$ cat src/design/bcsh_pkg.sv
// ----------------------------------------------------------------------------
// Bitcrusher package
// Widths, constants and the request/response types of the shared divider.
// ----------------------------------------------------------------------------
package bcsh_pkg;

	// Field and register widths.
	localparam int SAMPLE_W   = 24;
	localparam int GAIN_W     = 16;
	localparam int HOLD_W     = 16;
	localparam int DEPTH_W    = 5;
	localparam int CFG_IDX_W  = 8;
	localparam int CFG_DATA_W = 16;

	// Datapath widths.
	localparam int PROD_W = 50;
	localparam int ACC_W  = 42;
	localparam int MAG_W  = 25;
	localparam int LIM_W  = 32;

	// Shared divider widths.
	localparam int DIV_RW    = 33;
	localparam int DIV_QW    = 25;
	localparam int DIV_CNT_W = 5;

	// Register indexes of the configuration port.
	localparam logic [CFG_IDX_W-1:0] REG_HOLD_FACTOR = 8'd0;
	localparam logic [CFG_IDX_W-1:0] REG_BIT_DEPTH   = 8'd1;
	localparam logic [CFG_IDX_W-1:0] REG_DRY_GAIN    = 8'd2;
	localparam logic [CFG_IDX_W-1:0] REG_WET_GAIN    = 8'd3;

	// Register reset values.
	localparam logic [HOLD_W-1:0]  RST_HOLD_FACTOR = 16'd1;
	localparam logic [DEPTH_W-1:0] RST_BIT_DEPTH   = 5'd8;
	localparam logic [GAIN_W-1:0]  RST_DRY_GAIN    = 16'd19661;
	localparam logic [GAIN_W-1:0]  RST_WET_GAIN    = 16'd29491;

	// Quantizer constants.
	localparam logic [DEPTH_W-1:0]  MAX_DEPTH = 5'd24;
	localparam logic [SAMPLE_W-1:0] Q23_MAX   = 24'h7FFFFF;
	localparam logic [47:0]         Q_ROUND   = 48'h800000;

	// Trim 0.95 = 95/100 and limiter 0.6 folded: 95*m*2^22 / (100*2^23 + 57*m).
	localparam logic [LIM_W-1:0] TRIM_NUM  = 32'd95;
	localparam logic [LIM_W-1:0] LIM_K     = 32'd57;
	localparam logic [LIM_W-1:0] LIM_BASE  = 32'd838860800;
	localparam logic [ACC_W-1:0] MIX_ROUND = 42'h4000;

	// Step counts of the two divisions.
	localparam logic [DIV_CNT_W-1:0] CRUSH_STEPS = 5'd25;
	localparam logic [DIV_CNT_W-1:0] LIMIT_STEPS = 5'd23;

	// Request into the shared divider.
	typedef struct packed {
		logic                 start;
		logic [DIV_CNT_W-1:0] steps;
		logic [DIV_RW-1:0]    rem0;
		logic [DIV_RW-1:0]    divisor;
		logic [DIV_QW-1:0]    low;
	} div_req_t;

	// Status and result of the shared divider.
	typedef struct packed {
		logic              busy;
		logic              done;
		logic [DIV_QW-1:0] quo;
	} div_rsp_t;

endpackage

$ cat src/design/bcsh_div.sv
// ----------------------------------------------------------------------------
// Bitcrusher shared divider
// Restoring divider that develops one quotient bit per cycle. The caller
// preloads the upper dividend bits as the starting remainder and supplies the
// lower dividend bits left-aligned; they are shifted in one per step.
// ----------------------------------------------------------------------------
module bcsh_div (
	input  logic               clk,
	input  logic               arst_n,
	input  bcsh_pkg::div_req_t req,
	output bcsh_pkg::div_rsp_t rsp
);
	import bcsh_pkg::*;

	logic [DIV_RW-1:0]    rem_q;
	logic [DIV_RW-1:0]    div_q;
	logic [DIV_QW-1:0]    low_q;
	logic [DIV_QW-1:0]    quo_q;
	logic [DIV_CNT_W-1:0] cnt_q;
	logic                 busy_q;
	logic                 done_q;

	logic [DIV_RW:0] trial;
	logic [DIV_RW:0] diff;
	logic            fits;

	// One trial subtraction per cycle.
	assign trial = {rem_q, low_q[DIV_QW-1]};
	assign diff  = trial - {1'b0, div_q};
	assign fits  = (trial >= {1'b0, div_q});

	// Step counter and status.
	always_ff @(posedge clk or negedge arst_n) begin
		if (!arst_n) begin
			busy_q <= 1'b0;
			done_q <= 1'b0;
			cnt_q  <= '0;
		end else begin
			done_q <= 1'b0;
			if (req.start) begin
				busy_q <= 1'b1;
				cnt_q  <= req.steps;
			end else if (busy_q) begin
				cnt_q <= cnt_q - 1'b1;
				if (cnt_q == DIV_CNT_W'(1)) begin
					busy_q <= 1'b0;
					done_q <= 1'b1;
				end
			end
		end
	end

	// Remainder, divisor and quotient registers.
	always_ff @(posedge clk) begin
		if (req.start) begin
			rem_q <= req.rem0;
			div_q <= req.divisor;
			low_q <= req.low;
			quo_q <= '0;
		end else if (busy_q) begin
			rem_q <= fits ? diff[DIV_RW-1:0] : trial[DIV_RW-1:0];
			low_q <= {low_q[DIV_QW-2:0], 1'b0};
			quo_q <= {quo_q[DIV_QW-2:0], fits};
		end
	end

	assign rsp.busy = busy_q;
	assign rsp.done = done_q;
	assign rsp.quo  = quo_q;

	// The remainder must stay below the divisor for the quotient to fit.
	a_rem_below_div: assert property (@(posedge clk) disable iff (!arst_n)
		busy_q |-> (rem_q < div_q))
		else $error("divider remainder reached the divisor");

	// Completion is a single-cycle pulse.
	a_done_pulse: assert property (@(posedge clk) disable iff (!arst_n)
		done_q |=> !done_q)
		else $error("divider done held for more than one cycle");

	// A start always leads to a running division.
	a_start_busy: assert property (@(posedge clk) disable iff (!arst_n)
		req.start |=> busy_q)
		else $error("divider did not start");

endmodule

$ cat src/design/bitcrusher_sample_hold_mix.sv
// ----------------------------------------------------------------------------
// Bitcrusher with sample-and-hold and dry/wet mix
// Quantizes and holds a Q1.23 sample, mixes it with the dry sample, trims by
// 0.95 and soft-limits with x/(1+0.6|x|), giving a Q2.22 result.
//
//   Channel  Signals                            Direction  Transaction
//   src      src_valid, src_stall, sample_in    in         one input sample
//   dst      dst_valid, dst_stall, sample_out   out        one output sample
//   cfg      cfg_valid, cfg_ready, cfg_index,   in         one register write
//            cfg_data
//
// A refreshed sample passes through the quantizer and limiter divisions, a held
// sample through the limiter division only; both run on the shared divider,
// which produces one quotient bit per cycle (25 steps for the quantizer, 23
// for the limiter). src_stall is low only while the sequencer is idle.
// The output register holds a finished sample while dst_stall is high, and
// the next sample is already accepted and worked on meanwhile.
// Reset clears the control state, the hold counter, the held value and
// restores the register defaults; no clearing pass is needed.
// ----------------------------------------------------------------------------
module bitcrusher_sample_hold_mix (
	input  logic                                   clk,
	input  logic                                   arst_n,
	input  logic                                   src_valid,
	output logic                                   src_stall,
	input  logic signed [bcsh_pkg::SAMPLE_W-1:0]   sample_in,
	output logic                                   dst_valid,
	input  logic                                   dst_stall,
	output logic signed [bcsh_pkg::SAMPLE_W-1:0]   sample_out,
	input  logic                                   cfg_valid,
	output logic                                   cfg_ready,
	input  logic        [bcsh_pkg::CFG_IDX_W-1:0]  cfg_index,
	input  logic        [bcsh_pkg::CFG_DATA_W-1:0] cfg_data
);
	import bcsh_pkg::*;

	typedef enum logic [11:0] {
		ST_IDLE = 12'b0000_0000_0001,
		ST_QMUL = 12'b0000_0000_0010,
		ST_QLD  = 12'b0000_0000_0100,
		ST_QDIV = 12'b0000_0000_1000,
		ST_MDRY = 12'b0000_0001_0000,
		ST_MWET = 12'b0000_0010_0000,
		ST_MSUM = 12'b0000_0100_0000,
		ST_MRND = 12'b0000_1000_0000,
		ST_LPRE = 12'b0001_0000_0000,
		ST_LDIV = 12'b0010_0000_0000,
		ST_DONE = 12'b0100_0000_0000,
		ST_SPARE = 12'b1000_0000_0000
	} state_t;

	localparam logic signed [SAMPLE_W-1:0] OUT_PEAK = 24'sd6990507;

	state_t state_q;
	state_t state_d;

	logic [HOLD_W-1:0]  hold_factor_q;
	logic [DEPTH_W-1:0] bit_depth_q;
	logic [GAIN_W-1:0]  dry_gain_q;
	logic [GAIN_W-1:0]  wet_gain_q;

	logic [HOLD_W-1:0]          hold_count_q;
	logic signed [SAMPLE_W-1:0] held_q;
	logic signed [SAMPLE_W-1:0] x_q;
	logic [SAMPLE_W-1:0]        lv_q;
	logic signed [PROD_W-1:0]   prod_q;
	logic signed [ACC_W-1:0]    acc_q;
	logic                       neg_q;
	logic [MAG_W-1:0]           m_q;
	logic [SAMPLE_W-1:0]        res_q;
	logic [SAMPLE_W-1:0]        sample_out_q;
	logic                       dst_valid_q;

	logic                     src_take;
	logic                     out_free;
	logic [DEPTH_W-1:0]       bits;
	logic [SAMPLE_W-1:0]      lv;
	logic signed [MAG_W-1:0]  mul_a;
	logic signed [MAG_W-1:0]  mul_b;
	logic signed [PROD_W-1:0] prod;
	logic [47:0]              qsum;
	logic [ACC_W-1:0]         mag;
	logic [ACC_W-1:0]         rnd;
	logic [LIM_W-1:0]         den;
	logic [LIM_W-1:0]         num95;
	logic [SAMPLE_W-2:0]      y;
	logic [SAMPLE_W-1:0]      res;
	div_req_t                 div_req;
	div_rsp_t                 div_rsp;

	// Handshake terms.
	assign src_stall = (state_q != ST_IDLE);
	assign src_take  = src_valid && !src_stall;
	assign out_free  = !dst_valid_q || !dst_stall;
	assign cfg_ready = 1'b1;
	assign dst_valid  = dst_valid_q;
	assign sample_out = sample_out_q;

	// Quantizer level count from the clamped bit depth.
	always_comb begin
		if (bit_depth_q == '0) begin
			bits = DEPTH_W'(1);
		end else if (bit_depth_q > MAX_DEPTH) begin
			bits = MAX_DEPTH;
		end else begin
			bits = bit_depth_q;
		end
		lv = ~({SAMPLE_W{1'b1}} << bits);
	end

	// Operand selection for the shared multiplier.
	always_comb begin
		mul_a = '0;
		mul_b = '0;
		case (state_q)
			ST_QMUL: begin
				mul_a = {1'b0, ~x_q[SAMPLE_W-1], x_q[SAMPLE_W-2:0]};
				mul_b = {1'b0, lv_q};
			end
			ST_MDRY: begin
				mul_a = {{(MAG_W-GAIN_W){1'b0}}, dry_gain_q};
				mul_b = {x_q[SAMPLE_W-1], x_q};
			end
			ST_MWET: begin
				mul_a = {{(MAG_W-GAIN_W){1'b0}}, wet_gain_q};
				mul_b = {held_q[SAMPLE_W-1], held_q};
			end
			default: begin
				mul_a = '0;
				mul_b = '0;
			end
		endcase
	end
	assign prod = mul_a * mul_b;

	// Quantized level index and mix magnitude rounding.
	assign qsum = prod_q[47:0] + Q_ROUND;
	assign mag  = acc_q[ACC_W-1] ? (ACC_W'(0) - acc_q) : acc_q;
	assign rnd  = mag + MIX_ROUND;

	// Limiter operands: divisor half and the upper dividend bits.
	assign den   = LIM_BASE + LIM_W'(m_q) * LIM_K;
	assign num95 = LIM_W'(m_q) * TRIM_NUM;

	// Signed result from the limiter quotient.
	assign y   = div_rsp.quo[SAMPLE_W-2:0];
	assign res = neg_q ? (SAMPLE_W'(0) - {1'b0, y}) : {1'b0, y};

	// Divider requests.
	always_comb begin
		div_req = '0;
		case (state_q)
			ST_QLD: begin
				div_req.start   = 1'b1;
				div_req.steps   = CRUSH_STEPS;
				div_req.rem0    = DIV_RW'(qsum[47:24]);
				div_req.divisor = DIV_RW'({lv_q, 1'b0});
				div_req.low     = {1'b0, lv_q};
			end
			ST_LPRE: begin
				div_req.start   = 1'b1;
				div_req.steps   = LIMIT_STEPS;
				div_req.rem0    = {1'b0, num95} + DIV_RW'(den[LIM_W-1:23]);
				div_req.divisor = {den, 1'b0};
				div_req.low     = {den[22:0], 2'b00};
			end
			default: begin
				div_req = '0;
			end
		endcase
	end

	bcsh_div u_div (
		.clk    (clk),
		.arst_n (arst_n),
		.req    (div_req),
		.rsp    (div_rsp)
	);

	// Sequencer next state.
	always_comb begin
		state_d = state_q;
		unique case (state_q)
			ST_IDLE: begin
				if (src_take) begin
					state_d = (hold_count_q == '0) ? ST_QMUL : ST_MDRY;
				end
			end
			ST_QMUL: state_d = ST_QLD;
			ST_QLD:  state_d = ST_QDIV;
			ST_QDIV: begin
				if (div_rsp.done) begin
					state_d = ST_MDRY;
				end
			end
			ST_MDRY: state_d = ST_MWET;
			ST_MWET: state_d = ST_MSUM;
			ST_MSUM: state_d = ST_MRND;
			ST_MRND: state_d = ST_LPRE;
			ST_LPRE: state_d = ST_LDIV;
			ST_LDIV: begin
				if (div_rsp.done) begin
					state_d = ST_DONE;
				end
			end
			ST_DONE: begin
				if (out_free) begin
					state_d = ST_IDLE;
				end
			end
			default: state_d = ST_IDLE;
		endcase
	end

	// Control state, registers, hold counter and held value.
	always_ff @(posedge clk or negedge arst_n) begin
		if (!arst_n) begin
			state_q       <= ST_IDLE;
			hold_factor_q <= RST_HOLD_FACTOR;
			bit_depth_q   <= RST_BIT_DEPTH;
			dry_gain_q    <= RST_DRY_GAIN;
			wet_gain_q    <= RST_WET_GAIN;
			hold_count_q  <= '0;
			held_q        <= '0;
			dst_valid_q   <= 1'b0;
		end else begin
			state_q <= state_d;
			if (cfg_valid && cfg_ready) begin
				case (cfg_index)
					REG_HOLD_FACTOR: hold_factor_q <= cfg_data;
					REG_BIT_DEPTH:   bit_depth_q   <= cfg_data[DEPTH_W-1:0];
					REG_DRY_GAIN:    dry_gain_q    <= cfg_data;
					REG_WET_GAIN:    wet_gain_q    <= cfg_data;
					default: ;
				endcase
			end
			if (src_take) begin
				if (hold_count_q == '0) begin
					hold_count_q <= (hold_factor_q == '0) ? '0 : hold_factor_q - 1'b1;
				end else begin
					hold_count_q <= hold_count_q - 1'b1;
				end
			end
			if (state_q == ST_QDIV && div_rsp.done) begin
				held_q <= div_rsp.quo[DIV_QW-1] ? Q23_MAX
					: {~div_rsp.quo[SAMPLE_W-1], div_rsp.quo[SAMPLE_W-2:0]};
			end
			if (state_q == ST_DONE && out_free) begin
				dst_valid_q <= 1'b1;
			end else if (!dst_stall) begin
				dst_valid_q <= 1'b0;
			end
		end
	end

	// Datapath registers.
	always_ff @(posedge clk) begin
		if (src_take) begin
			x_q  <= sample_in;
			lv_q <= lv;
		end
		if (state_q == ST_QMUL || state_q == ST_MDRY || state_q == ST_MWET) begin
			prod_q <= prod;
		end
		if (state_q == ST_MWET) begin
			acc_q <= prod_q[ACC_W-1:0];
		end else if (state_q == ST_MSUM) begin
			acc_q <= acc_q + prod_q[ACC_W-1:0];
		end
		if (state_q == ST_MRND) begin
			neg_q <= acc_q[ACC_W-1];
			m_q   <= rnd[39:15];
		end
		if (state_q == ST_LDIV && div_rsp.done) begin
			res_q <= res;
		end
		if (state_q == ST_DONE && out_free) begin
			sample_out_q <= res_q;
		end
	end

	// An expired hold counter sends the sample through the quantizer.
	a_refresh: assert property (@(posedge clk) disable iff (!arst_n)
		(src_take && hold_count_q == '0) |=> (state_q == ST_QMUL))
		else $error("held value not refreshed on an expired hold count");

	// The quantizer division finishes straight into the mix.
	a_quant_to_mix: assert property (@(posedge clk) disable iff (!arst_n)
		(state_q == ST_QDIV && div_rsp.done) |=> (state_q == ST_MDRY))
		else $error("sequencer skipped the mix after quantizing");

	// The divider is never restarted while it runs.
	a_div_free: assert property (@(posedge clk) disable iff (!arst_n)
		div_req.start |-> !div_rsp.busy)
		else $error("divider restarted while busy");

	// The limiter keeps every result below 5/3 of the Q2.22 unit.
	a_out_peak: assert property (@(posedge clk) disable iff (!arst_n)
		dst_valid |-> (sample_out <= OUT_PEAK && sample_out >= -OUT_PEAK))
		else $error("limited sample out of range");

endmodule
$ cat config.mk
export PLATFORM = sky130hd
export DESIGN_NAME = bitcrusher_sample_hold_mix
export DESIGN_NICKNAME = d
export VERILOG_FILES = /design/src/design/bcsh_pkg.sv /design/src/design/bcsh_div.sv /design/src/design/bitcrusher_sample_hold_mix.sv
export SDC_FILE = /design/constraint.sdc
export NUM_CORES = 2
export LEC_CHECK = 0
export BUFFER_PORTS_ARGS = -buffer_cell sky130_fd_sc_hd__buf_2
export CORE_ASPECT_RATIO = 0.7
export CORE_MARGIN = 2
export CORE_UTILIZATION = 30
export DETAILED_ROUTE_END_ITERATION = 6
export GPL_TIMING_DRIVEN = 0
export PLACE_DENSITY = 0.54
export SYNTH_ARGS = -nofsm -noshare
export SYNTH_HDL_FRONTEND = slang
export SYNTH_SLANG_ARGS = --single-unit
$ cat constraint.sdc
create_clock -name clk -period 28.1 [get_ports clk]
set_input_delay 0 -clock clk [delete_from_list [all_inputs] [get_ports clk]]
set_output_delay 0 -clock clk [all_outputs]
set_load 0.05 [all_outputs]
==> flow_summary.json <==
{
  "pin_count": 80,
  "root_buffer_selected_by_cts": "sky130_fd_sc_hd__clkbuf_16",
  "critPathMostFrequentCell": "sky130_fd_sc_hd__fa_1",
  "cts_made_buffers": 45,
  "final.min_clock_period_ns": 12.28,
  "leakage_nw": 25.1,
  "drtIter0Drc": 3791,
  "outcome": "complete, no violations",
  "synth-compound-area-share": 0.0973,
  "clock_tree.htree_level_count": 2,
  "synth.area.mux_share": 0.0218,
  "drv_slew": 0,
  "synth.cell_area_um2": 50000,
  "fin_hold_ws_ns": 0.0393,
  "tns_ns": 0,
  "drt.antenna.violating_nets": 0,
  "period_share": 0.437,
  "fillCellCount": 17192,
  "yosys.area.top_type": "sky130_fd_sc_hd__fa_1",
  "slew_headroom": 0.0675,
  "drt-vias-per-instance": 5.11,
  "setup_viol_count_final": 0,
  "most_used_flip_flop_cell_after_synthesis": "sky130_fd_sc_hd__edfxtp_1",
  "overflow": 0,
  "wl_per_cell_um": 22.0,
  "grt_start_max_net_pins": 96,
  "report.power.total_mw": 2.50,
  "num_rows": 125,
  "main_combinational_cell_family_by_area_after_synthesis": "adder cells",
  "cp-start-kind": "flip-flop",
  "cp.arrival_ns": 12.68,
  "num-nets-final": 6607,
  "port-buffer-count": 78,
  "tightest_slew_ns": 1.40,
  "yosys_warnings": 0,
  "cts-hold-fix-buffers": 46,
  "synth_cell_type_count": 96,
  "yosys.area_share.simple": 0.149,
  "grt_setup_unrepaired": "no",
  "grt_antenna_before_repair": 11,
  "fp.dieW_um": 492,
  "slack_of_the_critical_path_ns": 15.83,
  "cts.repair_timing.setup_buffer_count": 0,
  "wire_length_of_the_first_global_routing_pass_um": 255000,
  "synth_largest_type_area_fraction": 0.251,
  "maxClockFrequency_ghz": 0.0815,
  "cts.path.max_buffers": 3,
  "grt.met2_usage": 0.271,
  "worstSkewPairLatency_ns": 0.65,
  "place_ws_ns": 16.16,
  "synthesis.area_per_instance_um2": 9.46,
  "synth_adder_area_share": 0.366,
  "cts_tree": "done",
  "cts_resized": 0,
  "route.vias.total": 39501,
  "core_area_um2": 166000,
  "route.detailed.drc": 0,
  "floorplan.die.height_um": 346,
  "final_layout_size_suffix_gt1_frac": 0.0612,
  "synth.top_cells.by_area": "sky130_fd_sc_hd__fa_1 25%, sky130_fd_sc_hd__edfxtp_1 18%, sky130_fd_sc_hd__ha_1 11%",
  "end_kind": "flip-flop",
  "synth_sequential_area_ratio": 0.248,
  "post_synth_inst_count": 5289,
  "synth_enable_flop_cells": 302,
  "vdd_drop_max_uv": 48.8,
  "global_route.usage.met3": 0.0605,
  "grt.met1_usage": 0.301,
  "gpl.final_weighted_congestion": 1.00,
  "synth-seq-cells": 439,
  "finalHoldViolations": 0,
  "layout-area-overhead-vs-synth_pct": 10.8,
  "die_area_um2": 170000,
  "path_class": "flip-flop to flip-flop",
  "synth-xor-area-share": 0.0424,
  "timing.critical_path.slowest_cell_delay_ns": 0.89,
  "max_cap_violations": 0,
  "cts.clk_slew.worst_paths_ns": 0.09,
  "grt-busiest-layer": "met1",
  "cts.sink_count": 439,
  "drt-pass1-iter-count": 6,
  "critPathRequiredTime_ns": 28.51,
  "timing.critical_path.fanout_max": 10,
  "place.detailed.hpwl_um": 139000,
  "min_path_type": "input pin to flip-flop",
  "grt_util_all_layers": 0.198,
  "initial_utilization": 0.302,
  "synthArstFlopShare": 0.255,
  "power.density_cell_area_nw_per_um2": 45.1,
  "drt_wl_total_um": 170000,
  "skew_ns": 0.0700,
  "number_of_global_route_vias_before_repair": 39068,
  "critPathSlowestCell": "sky130_fd_sc_hd__nor4b_1"
}
-- cells by family after synthesis --
kind of cell,after synthesis
compound gates,774
xor+xnor,242
fa+ha+maj,1085
buf+inv,992
flops,439
mux,102
other cells,1
simple gates,1654
-- final cells by class --
class                      count  area (µm²)  share of cell area
multi-input combinational   3859       33800               0.610
sequential                   439       12400               0.224
inverter                     776        2910              0.0526
tap                         2222        2780              0.0501
clock buffer                  48        1150              0.0207
timing repair buffer         132         981              0.0177
buffer                       216         897              0.0162
clock inverter                36         465             0.00839
antenna                        6        15.0            0.000271
-- registers in the layout (all words and copies together) (netlist names), 25 cells and up --
| name | flops |
|---|---|
| acc_q | 42 |
| m_q | 25 |
| prod_q | 48 |
| u_div.div_q | 32 |
| u_div.low_q | 25 |
| u_div.quo_q | 25 |
| u_div.rem_q | 33 |
-- layer usage --
layer,vias to the layer above,share of wire
li1,17780,-
met1,19873,0.47
met2,1624,0.39
met3,214,0.11
met4,10,0.024
met5,-,0.00041
-- power breakdown --
part	switching, mW	internal, mW	leakage, nW
Clock	0.294	0.375	0.765
Sequential	0.106	0.816	4.42
Combinational	0.595	0.315	20.0
-- synthesized netlist by cell type (25+ instances only) --
master,n
sky130_fd_sc_hd__o21a_1,26
sky130_fd_sc_hd__a22oi_1,41
sky130_fd_sc_hd__nand3_1,97
sky130_fd_sc_hd__fa_1,627
sky130_fd_sc_hd__nand2b_1,36
sky130_fd_sc_hd__and2_1,43
sky130_fd_sc_hd__a21o_1,76
sky130_fd_sc_hd__xor2_1,86
sky130_fd_sc_hd__inv_1,774
sky130_fd_sc_hd__dfrtp_1,92
sky130_fd_sc_hd__xnor2_1,156
sky130_fd_sc_hd__nor3_1,54
sky130_fd_sc_hd__ha_1,458
sky130_fd_sc_hd__mux2_2,54
sky130_fd_sc_hd__nand2_1,682
sky130_fd_sc_hd__a211oi_1,27
sky130_fd_sc_hd__o21ai_0,224
sky130_fd_sc_hd__clkbuf_1,153
sky130_fd_sc_hd__mux2i_1,48
sky130_fd_sc_hd__edfxtp_1,302
sky130_fd_sc_hd__o31ai_1,26
sky130_fd_sc_hd__a31oi_1,31
sky130_fd_sc_hd__buf_2,48
sky130_fd_sc_hd__nor2_1,493
sky130_fd_sc_hd__a21oi_1,187
sky130_fd_sc_hd__dfxtp_1,25
sky130_fd_sc_hd__or3_1,37
sky130_fd_sc_hd__and3_1,47
-- worst max-delay path: cells and delay by family (launching register included) --
kind / cells / cell delay, ns
flops: 1 / 0.46
fa+ha+maj: 8 / 4.15
simple gates: 9 / 3.29
buf+inv: 8 / 2.29
compound gates: 6 / 1.67
xor+xnor: 1 / 0.13
-- metrics by stage --
stage / instance area [µm²] / util / cells
after floorplan: 50000 / - / 5290
after global placement: 53200 / 0.321 / 7590
after detailed placement: 53300 / 0.322 / 7597
after CTS: 55400 / 0.334 / 7727
after global routing: 55400 / 0.334 / 7728
final: 55400 / 0.334 / 7734
-- worst paths after layout --
check | depth (start not counted) | start | to | slack, ns
max in group asynchronous | 4 | arst_n | hold_count_q[13] | 26.51
worst min-delay path | 3 | cfg_index[0] | dry_gain_q[1] | 0.04
worst min register to register | 0 | res_q[16] | sample_out[16] | 0.38
min in group asynchronous | 4 | arst_n | hold_factor_q[1] | 0.52
worst max-delay path | 32 | state_q[2] | prod_q[44] | 15.83
worst max register to register | 32 | state_q[2] | prod_q[44] | 15.83
-- placed cells by master, fill, tap and decap left out, drive strengths merged, types with 25 or more instances in the layout --
cell	synthesis	final
inv	774	776
nand2	683	683
fa	627	627
nor2	493	493
ha	458	458
edfxtp	302	302
o21ai	227	227
clkbuf	153	201
a21oi	187	187
xnor2	156	156
buf	63	149
nand3	98	98
dfrtp	92	92
xor2	86	86
a21o	76	76
nor3	55	55
mux2	54	54
mux2i	48	48
and3	47	47
dlygate4sd3	0	46
and2	45	45
a22oi	41	41
or3	39	39
nand2b	36	36
a31oi	31	31
a211oi	27	27
o31ai	27	27
o21a	26	26
nor4	26	26
dfxtp	25	25
No activity file was read; power rests on OpenSTA's default activity.
